===== src/hw/rtl/csrspmv_pkg.sv =====
`default_nettype none

package csrspmv_pkg;

  // field and datapath widths
  localparam int IDX_W       = 12;
  localparam int DATA_W      = 32;
  localparam int ACC_W       = 48;
  localparam int PROD_W      = 64;
  localparam int FRAC_W      = 16;
  // index compare width, covers the largest supported store depth
  localparam int EXT_W       = 17;
  localparam int IN_TDATA_W  = 80;
  localparam int OUT_TDATA_W = 80;

  // request kinds carried on in_tuser
  typedef enum logic [1:0] {
    OP_LOAD    = 2'd0,
    OP_NONZERO = 2'd1,
    OP_EMPTY   = 2'd2,
    OP_UNUSED  = 2'd3
  } opcode_t;

  // one unit of work handed from front to back
  typedef struct packed {
    logic                     is_nz;
    logic                     last;
    logic signed [DATA_W-1:0] a_re;
    logic signed [DATA_W-1:0] a_im;
    logic signed [DATA_W-1:0] x_re;
    logic signed [DATA_W-1:0] x_im;
  } work_t;

endpackage

`default_nettype wire


===== src/hw/rtl/csrspmv_queue.sv =====
`default_nettype none

module csrspmv_queue (
  input  wire logic               clk,
  input  wire logic               rst_n,
  input  wire logic               push_valid,
  output logic                    push_ready,
  input  wire csrspmv_pkg::work_t push_work,
  output logic                    pop_valid,
  input  wire logic               pop_ready,
  output csrspmv_pkg::work_t      pop_work
);

  localparam int QDEPTH = 4;
  localparam int PW     = $clog2(QDEPTH);
  localparam int CW     = $clog2(QDEPTH + 1);

  csrspmv_pkg::work_t slots_r [QDEPTH];
  logic [PW-1:0]      wr_ptr_r, wr_ptr_nxt;
  logic [PW-1:0]      rd_ptr_r, rd_ptr_nxt;
  logic [CW-1:0]      count_r, count_nxt;
  logic               do_push;
  logic               do_pop;

  assign push_ready = count_r != CW'(QDEPTH);
  assign pop_valid  = count_r != '0;
  assign do_push    = push_valid && push_ready;
  assign do_pop     = pop_valid && pop_ready;
  assign pop_work   = slots_r[rd_ptr_r];

  // pointer and fill bookkeeping
  always_comb begin
    wr_ptr_nxt = do_push ? wr_ptr_r + PW'(1) : wr_ptr_r;
    rd_ptr_nxt = do_pop  ? rd_ptr_r + PW'(1) : rd_ptr_r;
    count_nxt  = count_r;
    case ({do_push, do_pop})
      2'b10:   count_nxt = count_r + CW'(1);
      2'b01:   count_nxt = count_r - CW'(1);
      default: count_nxt = count_r;
    endcase
  end

  always_ff @(posedge clk) begin
    if (!rst_n) begin
      wr_ptr_r <= '0;
      rd_ptr_r <= '0;
      count_r  <= '0;
    end else begin
      wr_ptr_r <= wr_ptr_nxt;
      rd_ptr_r <= rd_ptr_nxt;
      count_r  <= count_nxt;
    end
  end

  always_ff @(posedge clk) begin
    if (do_push) begin
      slots_r[wr_ptr_r] <= push_work;
    end
  end

endmodule

`default_nettype wire


===== config.mk =====
export PLATFORM = sky130hd
export DESIGN_NAME = csrspmv_queue
export DESIGN_NICKNAME = d
export VERILOG_FILES = /design/src/hw/rtl/csrspmv_pkg.sv /design/src/hw/rtl/csrspmv_queue.sv
export SDC_FILE = /design/constraint.sdc
export NUM_CORES = 1
export LEC_CHECK = 0
export ABC_AREA = 0
export ABC_CLOCK_PERIOD_IN_PS = 6100
export BUFFER_PORTS_ARGS = -buffer_cell sky130_fd_sc_hd__buf_2
export CAP_MARGIN = 25
export CORE_MARGIN = 1
export CORE_UTILIZATION = 40
export CTS_CLUSTER_SIZE = 12
export DETAILED_ROUTE_END_ITERATION = 6
export PLACE_DENSITY = 0.65
export SYNTH_ARGS = -nofsm -noshare
export SYNTH_HDL_FRONTEND = slang
export SYNTH_SLANG_ARGS = --single-unit

===== constraint.sdc =====
create_clock -name clk -period 6.1 [get_ports clk]
set_input_delay 1.22 -clock clk [delete_from_list [all_inputs] [get_ports clk]]
set_output_delay 1.22 -clock clk [all_outputs]
set_load 0.02 [all_outputs]

== Word level (Yosys, flattened, before mapping) ==
Memories as Yosys holds them, arrays and structs flattened. A register that Yosys moved wholly into a read port is not among the register bits.
Cells that the tools add are included.
Word-level totals
  bits of input ports: 134
  memories: 1
  word-level logic and storage cells: 20
  output and inout port bits: 132
  register bits: 7
  bits in writable memories: 520
Memory list
  slots_r: words 4, bits a word 130, read ports 1, clocked after memory_dff 1, write ports 1, RTL line csrspmv_queue.sv:18  | csrspmv_pkg::work_t slots_r [QDEPTH];
Cells by class
  add/subtract/negate cells: 4
  muxes and demuxes: 5
  reduce and logical (&&, ||, !) cells: 4
  equal/unequal tests: 3
Operators with widths (number)
  $pmux W3 S2: 1
  $add A2 B1 Y2 const B: 2
  $mux W2: 2
  $add A3 B1 Y3 const B: 1
  $ne A3 B3 Y1 const B: 1
  $reduce_bool A3 Y1: 1
  $sub A3 B1 Y3 const B: 1
  $eq A2 B1 Y1 const B: 1
  $eq A2 B2 Y1 const B: 1
  $logic_and A1 B1 Y1: 2
  $mux W1: 2
  $reduce_bool A2 Y1: 1

== Logic depth before layout (Yosys ltp) ==
Gate-level depths: netlist (run 1).
  depth after elaboration: 4
  gate-level depth with buffers: 9
  mapped depth without buffers: 9

== Least setup slack after synthesis (run 1) ==
No wires, ideal clock.
  path kind: input to register
  start: in push_valid
  end: mem slots_r[0][0] in the netlist's numbering, enable pin
  required time: 5595 ps
  slack: 957 ps
  data arrival time: 4639 ps
  cell stages on the path: 2
  buffers on the path: 0
  library setup time: 505 ps
  path through: a21boi_1 > and2_1
On the way
  word-level cells in the longest chain between the ends: 3
RTL lines
  start: declaration: RTL line csrspmv_queue.sv:6  | input wire logic push_valid,
  $logic_and A1 B1 Y1: RTL line csrspmv_queue.sv:27  | assign do_push = push_valid && push_ready;
  $mux W1: RTL line csrspmv_queue.sv:56  | if (do_push) begin
  $mux W1 (not written as such): RTL line csrspmv_queue.sv:57  | slots_r[wr_ptr_r] <= push_work;
  end: declaration: RTL line csrspmv_queue.sv:18
No other way between the ends.

==> results.yml, run 1 <==
run_status:
  status: "finished clean"
floorplanning:
  die_h_um: 222
  start_util_pct: 40.5
  die_w_um: 222
  placeableCoreArea_um2: 47700
  die_area_um2: 49200
  ios: 266
  num_rows: 80
global_route:
  antenna_found_initial: 9
  overflow: 0
  grt_start_max_net_pins: 84
  grt_pass1_wl_um: 56200
  track_usage_pct: 15.3
  grt_pass1_vias: 9050
cts:
  cts_buffers: 55
  clock-root-buffer: "clkbuf_16"
  post_cts_buffers: 0
  cts_tree: "done"
  cts_hold_buf: 0
  cts.clk_slew.worst_paths_ns: 0.06
  cts_sinks: 529
  clk_latency_ns: 0.59
  cts_resized: 0
  h-tree-depth: 2
  clockBufferDepth: 3
power:
  swShare_pct: 28.5
  intPower_w: 0.00712
  p_switching_w: 0.00284
  ir_drop_v: 0.000251
  powerDensity_nw_per_um2: 435
  p_leak_nw: 7.56
  p_clk_share_pct: 30.1
  pwr-share-comb_pct: 24.0
  seqPwrFrac_pct: 45.9
setup_path:
  critPathRequiredTime_ns: 4.88
  r2r_setup_slack_ns: 3.51
  cp.arrival_ns: 2.84
  cp_max_fo: 44
  endpoint: "pop_work[62]"
  crit_path_end_kind: "primary output"
  worstReg2RegEnd: "slots_r[1][116]$_DFFE_PP_"
  worstRegToRegCells: 5
  worstReg2RegStart: "count_r[0]$_SDFFE_PN0P_"
  critPathKind: "flop to primary output"
  critPathLaunchType: "flop"
logic_synthesis:
  ys_ff_latch: 529
  syn_area_per_cell_um2: 26.5
  synth_top_area_share_pct: 80.7
  netlist_area_um2: 19300
  synth_nets: 871
  synth_area_leaders: "edfxtp_1 81%, mux4_2 15%, buf_12 1.1%"
  synth_cell_type_count: 25
  seq_area_frac_synth_pct: 81.7
  synth_edf_count: 520
  yosysWarnings: 0
  synthFlopType: "edfxtp_1"
  syn_inst: 731
  synth_top_area_cell: "edfxtp_1"
  synthArstFlopShare_pct: 0
drt:
  drc: 0
  viasPerCell: 5.15
  ant_nets: 0
  avgRoutedWirePerCell_um: 22.2
  drtIter0Drc: 537
  dr_total_vias: 8692
  drt_pass1_iterations: 5
  wirelength_um: 37400
place:
  io_buffers: 265
  gp_congestion: 0.763
  dp_hpwl_um: 21700
layout:
  nNetsFinal: 1175
  regArea_um2: 15800
  drive_gt1_share_pct: 45.2
  nFillCells: 3873
  area_delta_synth_final_pct: 18.4
  multi_input_area_um2: 3210
  layout_common_cells: "520 x edfxtp_1, 265 x buf_2, 130 x mux4_2, 57 x clkbuf_16, 13 x clkbuf_1"
  final_common_cell: "edfxtp_1"
timing:
  fmax_mhz: 246
  grt_setup_unrepaired: "false"
  finalSetupViolations: 0
  hold_viol: 0
  tns_ns: 0
  finalClockSkew_ns: 0.0174
  maxSlewHeadroom_pct: 34.3
  drv_slew: 0
  period_needed_ns: 4.06
  whs_ns: 0.496
  fin_crit_sh_pct: 66.6
  tightest_slew_ns: 0.985
job:
  maxCapViolations: 0
min_path:
  hold_class: "flop to flop"
  min_from: "wr_ptr_r[0]$_SDFFE_PN0P_"
==> synthesized netlist by cell type, types with 3 or more instances <==
cell,instances
and2_1,7
buf_1,3
buf_12,11
buf_2,10
buf_4,3
dfxtp_1,9
edfxtp_1,520
ha_1,5
inv_1,6
mux4_2,130
nand2_1,6
xnor2_1,3
==> power groups by stage <==
| stage | Combinational [W] | Clock, W | Sequential, W |
|---|---|---|---|
| final | 0.00239 | 0.00300 | 0.00457 |
| after global routing | 0.00254 | 0.00320 | 0.00462 |
| after CTS | 0.00244 | 0.00309 | 0.00459 |
| after detailed placement | 0.00244 | 0 | 0.00467 |
| after global placement | 0.00243 | 0 | 0.00465 |
| after floorplan | 0.00188 | 0 | 0.00455 |
==> registers in the layout, indices dropped and copies added (netlist names), named ones only <==
signal	count
count_r	3
wr_ptr_r	2
rd_ptr_r	2
slots_r	520
==> logic make-up after synthesis <==
kind of cell,after synthesis,synth area share (%)
AOI/OAI and AO/OA,6,0.220
adders and majority gates,6,0.427
DFF,529,81.7
muxes,132,15.2
buffers and inverters,36,1.79
xor gates and xnor gates,4,0.181
and+or+nand+nor,18,0.492
==> worst max-delay path: stages, from the launching register on <==
cell     delay (ns)
dfxtp_4        0.93
buf_4          0.51
mux4_2         0.57
buf_2          0.18
==> worst min path at each step <==
stage	endpoint	slack (ns)	cells after the start
after floorplan	wr_ptr_r[1]$_SDFFE_PN0P_	0.47	2
after global placement	wr_ptr_r[1]$_SDFFE_PN0P_	0.48	2
after detailed placement	wr_ptr_r[0]$_SDFFE_PN0P_	0.50	2
after CTS	wr_ptr_r[0]$_SDFFE_PN0P_	0.50	2
after global routing	wr_ptr_r[1]$_SDFFE_PN0P_	0.53	2
final	wr_ptr_r[0]$_SDFFE_PN0P_	0.50	2
==> routing by layer <==
metal	GRT usage, %	up-vias	wire (µm)
li1	-	3756	-
met1	20.9	4571	16300
met4	5.31	14	824
met2	23.3	282	17400
met5	0	-	92
met3	4.81	69	2790
==> area by class of cell <==
cell class / count / area share (%)
diodes: 3 / 0.0328
clock buffers: 72 / 6.56
clock inverters: 19 / 0.410
inverters: 6 / 0.0983
multi-input cells: 166 / 14.0
flip-flops and latches: 529 / 69.0
well taps: 615 / 3.36
repair buffers: 277 / 6.51
==> metrics by stage <==
| stage | instance area, µm² | instances | setup WS, ns | power (W) | util (%) |
|---|---|---|---|---|---|
| detailed placement | 21300 | 1593 | 2.52 | 0.00710 | 44.6 |
| finish | 22900 | 1687 | 2.04 | 0.00996 | 48.0 |
| CTS | 22900 | 1684 | 1.86 | 0.0101 | 48.0 |
| floorplan | 19300 | 731 | 0.957 | 0.00643 | - |
| global route | 22900 | 1685 | 1.80 | 0.0104 | 48.0 |
| global placement | 21300 | 1593 | 2.53 | 0.00707 | 44.6 |
(Power assumes the default switching activity.)
==> run 2: changes to the inputs <==
--- a/config.mk
+++ b/config.mk
@@ -6,14 +6,14 @@
 export NUM_CORES = 1
 export LEC_CHECK = 0
 export ABC_AREA = 0
-export ABC_CLOCK_PERIOD_IN_PS = 6100
+export ABC_CLOCK_PERIOD_IN_PS = 3590
 export BUFFER_PORTS_ARGS = -buffer_cell sky130_fd_sc_hd__buf_2
 export CAP_MARGIN = 25
 export CORE_MARGIN = 1
 export CORE_UTILIZATION = 40
 export CTS_CLUSTER_SIZE = 12
 export DETAILED_ROUTE_END_ITERATION = 6
-export PLACE_DENSITY = 0.65
+export PLACE_DENSITY = 0.67
 export SYNTH_ARGS = -nofsm -noshare
 export SYNTH_HDL_FRONTEND = slang
 export SYNTH_SLANG_ARGS = --single-unit
==> constraint.sdc (replaced) <==
create_clock -name clk -period 3.59 [get_ports clk]
set_input_delay 0.718 -clock clk [delete_from_list [all_inputs] [get_ports clk]]
set_output_delay 0.718 -clock clk [all_outputs]
set_load 0.02 [all_outputs]
==> run 2 against run 1 <==
Effect of this change: wire length is 1.0% lower; worst hold slack worse by 0.15 ns; sequential power is 67% higher; critical endpoint is now pop_work[18].
==> results.yml, run 2 (same netlist as run 1, synthesis figures left out) <==
timing:
  period_needed_ns: 2.91
  grt_setup_unrepaired: "false"
  fin_crit_sh_pct: 81.2
  hold_viol: 0
  tns_ns: 0
  drv_slew: 0
  maxSlewHeadroom_pct: 59.3
  tightest_slew_ns: 0.609
  finalSetupViolations: 0
  finalClockSkew_ns: 0.0153
  fmax_mhz: 343
setup_path:
  slowest_stage: "dfxtp_4"
  cp_top_family: "buffers and inverters"
  cp.arrival_ns: 2.20
  critPathLaunchType: "flop"
  crit_path_max_incr_delay_ns: 0.57
  worstRegToRegCells: 4
  r2r_setup_slack_ns: 1.23
  cp_num_buf_inv: 2
  crit_path_end_kind: "primary output"
  cp_max_fo: 26
  worstReg2RegEnd: "slots_r[1][115]$_DFFE_PP_"
  cp_num_cells: 3
  critPathRequiredTime_ns: 2.87
  endpoint: "pop_work[18]"
  critPathKind: "flop to primary output"
  worstReg2RegStart: "count_r[0]$_SDFFE_PN0P_"
  path_cells: "buf_4 -> mux4_2 -> buf_2"
floorplanning:
  die_w_um: 222
  ios: 266
  die_h_um: 222
  die_area_um2: 49200
  num_rows: 80
  placeableCoreArea_um2: 47700
  start_util_pct: 40.5
min_path:
  worstHoldPathCells: 1
  hold_class: "input port to flop"
job:
  maxCapViolations: 0
power:
  p_leak_nw: 7.65
  ir_drop_v: 0.000534
  powerDensity_nw_per_um2: 736
  power_w: 0.0170
drt:
  viasPerCell: 5.10
  drtIter0Drc: 472
  avgRoutedWirePerCell_um: 21.7
  dr_total_vias: 8697
  drt_pass1_iterations: 4
  drc: 0
  ant_nets: 0
  wirelength_um: 37000
cts:
  h-tree-depth: 2
  cts_buffers: 55
  cts_tree: "done"
  cts_hold_buf: 0
  post_cts_buffers: 0
  cts_sinks: 529
  clock-root-buffer: "clkbuf_16"
  cts.clk_slew.worst_paths_ns: 0.06
  clk_latency_ns: 0.58
  clockBufferDepth: 3
  cts_resized: 0
layout:
  largest_reg_flops: 520
  max_flop_register: "slots_r"
  drive_gt1_share_pct: 45.2
  area_delta_synth_final_pct: 19.4
  stdcell_area_um2: 23100
  layout_common_cells: "520 x edfxtp_1, 265 x buf_2, 130 x mux4_2, 55 x clkbuf_16, 18 x clkbuf_1"
  nNetsFinal: 1188
  reg_top3: "slots_r: 520 flops, count_r: 3 flops"
  final_common_cell: "edfxtp_1"
  fin_cells: 1706
place:
  gp_congestion: 0.738
  dp_hpwl_um: 22600
  place_inst: 1606
  place_area_um2: 21500
  io_buffers: 265
global_route:
  grt_pass1_wl_um: 55700
  grt_pass1_vias: 9101
  track_usage_pct: 15.1
  grt_start_max_net_pins: 46
  antenna_found_initial: 13
  overflow: 0
run_status:
  status: "finished clean"
run 2: changes by cell type in the layout (fill, tap and decap cells not counted), sizes merged:
cell / change
buf: +13
clkbuf: +1
clkinv: +4
bufinv: +2
clkinvlp: -2
diode: +1
run 2: worst min-delay path by stage:
stage / slack [ns] / end / start
after floorplan: 0.47 / wr_ptr_r[1]$_SDFFE_PN0P_ / wr_ptr_r[1]$_SDFFE_PN0P_
after global placement: 0.48 / wr_ptr_r[1]$_SDFFE_PN0P_ / wr_ptr_r[1]$_SDFFE_PN0P_
after detailed placement: 0.51 / wr_ptr_r[0]$_SDFFE_PN0P_ / wr_ptr_r[0]$_SDFFE_PN0P_
after CTS: 0.30 / slots_r[2][9]$_DFFE_PP_ / push_work[9]
after global routing: 0.31 / slots_r[0][14]$_DFFE_PP_ / push_work[14]
final: 0.35 / slots_r[0][14]$_DFFE_PP_ / push_work[14]
run 2: through the flow:
step	util (%)	hold WS (ns)	worst slack, ns
finish	48.4	0.349	0.675
global route	48.3	0.306	0.578
CTS	48.3	0.300	0.593
detailed placement	45.0	0.510	0.868
global placement	45.0	0.481	0.904
floorplan	-	0.468	0.375
run 2: layer usage:
metal | up-vias | global-route usage, % | part of all wire, %
met5 | - | 0 | 0.28
met4 | 18 | 3.94 | 1.8
met3 | 73 | 5.86 | 8.0
met2 | 250 | 22.7 | 47
met1 | 4572 | 20.7 | 43
li1 | 3784 | - | -
run 2: where the power goes:
part	leakage (nW)	internal (W)	total (W)	switching, W
clock network	0.780	0.00294	0.00510	0.00216
registers	4.85	0.00744	0.00761	0.000163
logic	2.02	0.00180	0.00429	0.00248
total	7.65	0.0122	0.0170	0.00481
run 2: area by class of cell:
class                      count  area (µm²)
inverter                       6        22.5
multi-input combinational    166        3210
tap                          615         769
clock buffer                  73        1440
clock inverter                23         153
sequential                   529       15800
antenna                        4        10.0
fill                        3857       24700
timing repair buffer         290        1680
==> run 3: changes to the inputs <==
--- a/config.mk
+++ b/config.mk
@@ -6,7 +6,7 @@
 export NUM_CORES = 1
 export LEC_CHECK = 0
 export ABC_AREA = 0
-export ABC_CLOCK_PERIOD_IN_PS = 3590
+export ABC_CLOCK_PERIOD_IN_PS = 2500
 export BUFFER_PORTS_ARGS = -buffer_cell sky130_fd_sc_hd__buf_2
 export CAP_MARGIN = 25
 export CORE_MARGIN = 1
==> constraint.sdc (replaced) <==
create_clock -name clk -period 2.5 [get_ports clk]
set_input_delay 0.5 -clock clk [delete_from_list [all_inputs] [get_ports clk]]
set_output_delay 0.5 -clock clk [all_outputs]
set_load 0.02 [all_outputs]
==> run 3 against run 2 <==
Effect of this change: cell area increased by 4.7%; wire length increased by 5.5%; highest routed layer unchanged; critical path depth increased by 2; die area unchanged; combinational power increased by 93%; power increased by 56%; non-clock buffer count increased by 15; the run now ends with negative setup slack left; critical path type unchanged; global-route usage increased by 0.57 points.
==> results.yml, run 3 (same netlist as run 1, synthesis figures left out) <==
timing:
  fmax_mhz: 387
  final.setup.worst_slack_ns: -0.0868
  tightest_slew_ns: 0.471
  fin_crit_sh_pct: 103
  period_needed_ns: 2.59
  finalSetupViolations: 108
  finalClockSkew_ns: 0.0182
  drv_slew: 0
  grt_setup_unrepaired: "true"
  maxSlewHeadroom_pct: 68.2
  hold_viol: 0
cts:
  cts.clk_slew.worst_paths_ns: 0.06
  cts_buffers: 54
  clk_latency_ns: 0.59
  h-tree-depth: 2
  cts_sinks: 529
  clock-root-buffer: "clkbuf_16"
  clockBufferDepth: 3
  cts_tree: "done"
min_path:
  worstHoldPathCells: 1
  min_from: "push_work[1]"
  whs_endpoint: "slots_r[2][1]$_DFFE_PP_"
  hold_class: "input port to flop"
floorplanning:
  num_rows: 80
  placeableCoreArea_um2: 47700
  ios: 266
  die_h_um: 222
  die_w_um: 222
  die_area_um2: 49200
  start_util_pct: 40.5
setup_path:
  worstRegToRegCells: 9
  crit_path_end_kind: "primary output"
  worstReg2RegEnd: "count_r[2]$_SDFFE_PN0P_"
  worstReg2RegStart: "count_r[1]$_SDFFE_PN0P_"
  critPathKind: "flop to primary output"
  cp_max_fo: 5
  critPathLaunchType: "flop"
  cp.arrival_ns: 2.09
  r2r_setup_slack_ns: 0.44
  critPathRequiredTime_ns: 2.00
power:
  p_clk_share_pct: 27.8
  swShare_pct: 28.0
  power_w: 0.0266
  seqPwrFrac_pct: 41.0
  p_leak_nw: 8.05
  intPower_w: 0.0191
  powerDensity_nw_per_um2: 1100
  ir_drop_v: 0.000837
  p_switching_w: 0.00744
  pwr-share-comb_pct: 31.2
drt:
  ant_nets: 0
  drc: 0
  drt_pass1_iterations: 6
  drtIter0Drc: 515
  dr_total_vias: 8750
  avgRoutedWirePerCell_um: 22.8
  viasPerCell: 5.11
  wirelength_um: 39100
layout:
  layout_common_cells: "520 x edfxtp_1, 170 x buf_2, 130 x mux4_2, 94 x buf_6, 61 x clkbuf_16"
  max_flop_register: "slots_r"
  largest_reg_flops: 520
  drive_gt1_share_pct: 46.6
  nFillCells: 3689
  reg_top3: "slots_r: 520 flops, count_r: 3 flops"
  nNetsFinal: 1202
  area_delta_synth_final_pct: 25.0
  fin_cells: 1711
  stdcell_area_um2: 24200
  final_common_cell: "edfxtp_1"
global_route:
  antenna_found_initial: 11
  grt_start_max_net_pins: 52
  grt_pass1_vias: 9127
  overflow: 0
  track_usage_pct: 15.7
  grt_pass1_wl_um: 56700
place:
  place_inst: 1600
  place_area_um2: 21500
  io_buffers: 265
  gp_congestion: 0.705
  dp_hpwl_um: 21100
job:
  maxCapViolations: 0
run_status:
  status: "complete, but fails checks"
  violations: "negative setup slack"
-- run 3: cell count changes in the layout (fill, tap and decap cells not counted), sizes merged --
cell / previous run / this run
clkinv: 20 / 8
inv: 7 / 8
buf: 290 / 301
clkbuf: 73 / 79
bufinv: 2 / 1
-- run 3: cell type report --
type / count / area (µm²) / share of cell area [%]
Tap cell: 615 / 769 / 3.18
Clock buffer: 75 / 1520 / 6.30
Timing Repair Buffer: 305 / 2760 / 11.4
Inverter: 6 / 22.5 / 0.0931
Clock inverter: 11 / 83.8 / 0.347
Antenna cell: 4 / 10.0 / 0.0414
Sequential cell: 529 / 15800 / 65.4
Multi-Input combinational cell: 166 / 3210 / 13.3
-- run 3: worst max-delay path, cell delays in order, from the launching register on --
cell and delay [ns]:
dfxtp_4 0.39, buf_12 0.15, buf_8 0.13, clkbuf_16 0.15, mux4_2 0.51, buf_6 0.15
-- run 3: worst max path at each step --
stage	start	endpoint	slack, ns	depth (start not counted)
2_1_floorplan	push_valid	slots_r[0][0]$_DFFE_PP_	-0.50	2
6_report	flop	pop_work[58]	-0.09	5
3_5_place_dp	pop_ready	count_r[2]$_SDFFE_PN0P_	0.36	8
5_1_grt	flop	pop_work[58]	-0.16	5
3_3_place_gp	flop	pop_work[119]	0.43	3
4_1_cts	flop	pop_work[49]	-0.17	4
-- run 3: stage by stage --
step | setup TNS [ns] | worst slack (ns) | hold WS (ns) | utilization (%)
after global routing | -14.09 | -0.158 | 0.0861 | 50.6
after global placement | 0 | 0.433 | 0.481 | 45.0
after CTS | -14.60 | -0.168 | 0.0748 | 50.4
final | -4.60 | -0.0868 | 0.122 | 50.6
after detailed placement | 0 | 0.356 | 0.510 | 45.0
after floorplan | -258.19 | -0.497 | 0.468 | -
-- run 3: per-layer routing --
| metal | global-route usage [%] | vias up | share of wire [%] |
|---|---|---|---|
| li1 | - | 3831 | - |
| met1 | 21.0 | 4554 | 43 |
| met2 | 23.9 | 283 | 47 |
| met3 | 5.72 | 66 | 8.4 |
| met4 | 4.91 | 16 | 1.9 |
| met5 | 0 | - | 0.27 |
-- run 3: power by group through the flow --
stage | Combinational, W | Clock, W | Sequential, W
after CTS | 0.00820 | 0.00761 | 0.0109
final | 0.00828 | 0.00737 | 0.0109
after floorplan | 0.00459 | 0 | 0.0110
after detailed placement | 0.00632 | 0 | 0.0111
after global routing | 0.00874 | 0.00790 | 0.0110
after global placement | 0.00630 | 0 | 0.0110
-- run 3: repair_timing --
item                       4_1_cts  5_1_grt
pin swaps                        0        0
resized for setup              138       75
buffers inserted                11        2
setup endpoints to repair      130      130
hold buffers                     0        0
cloned                          13        4
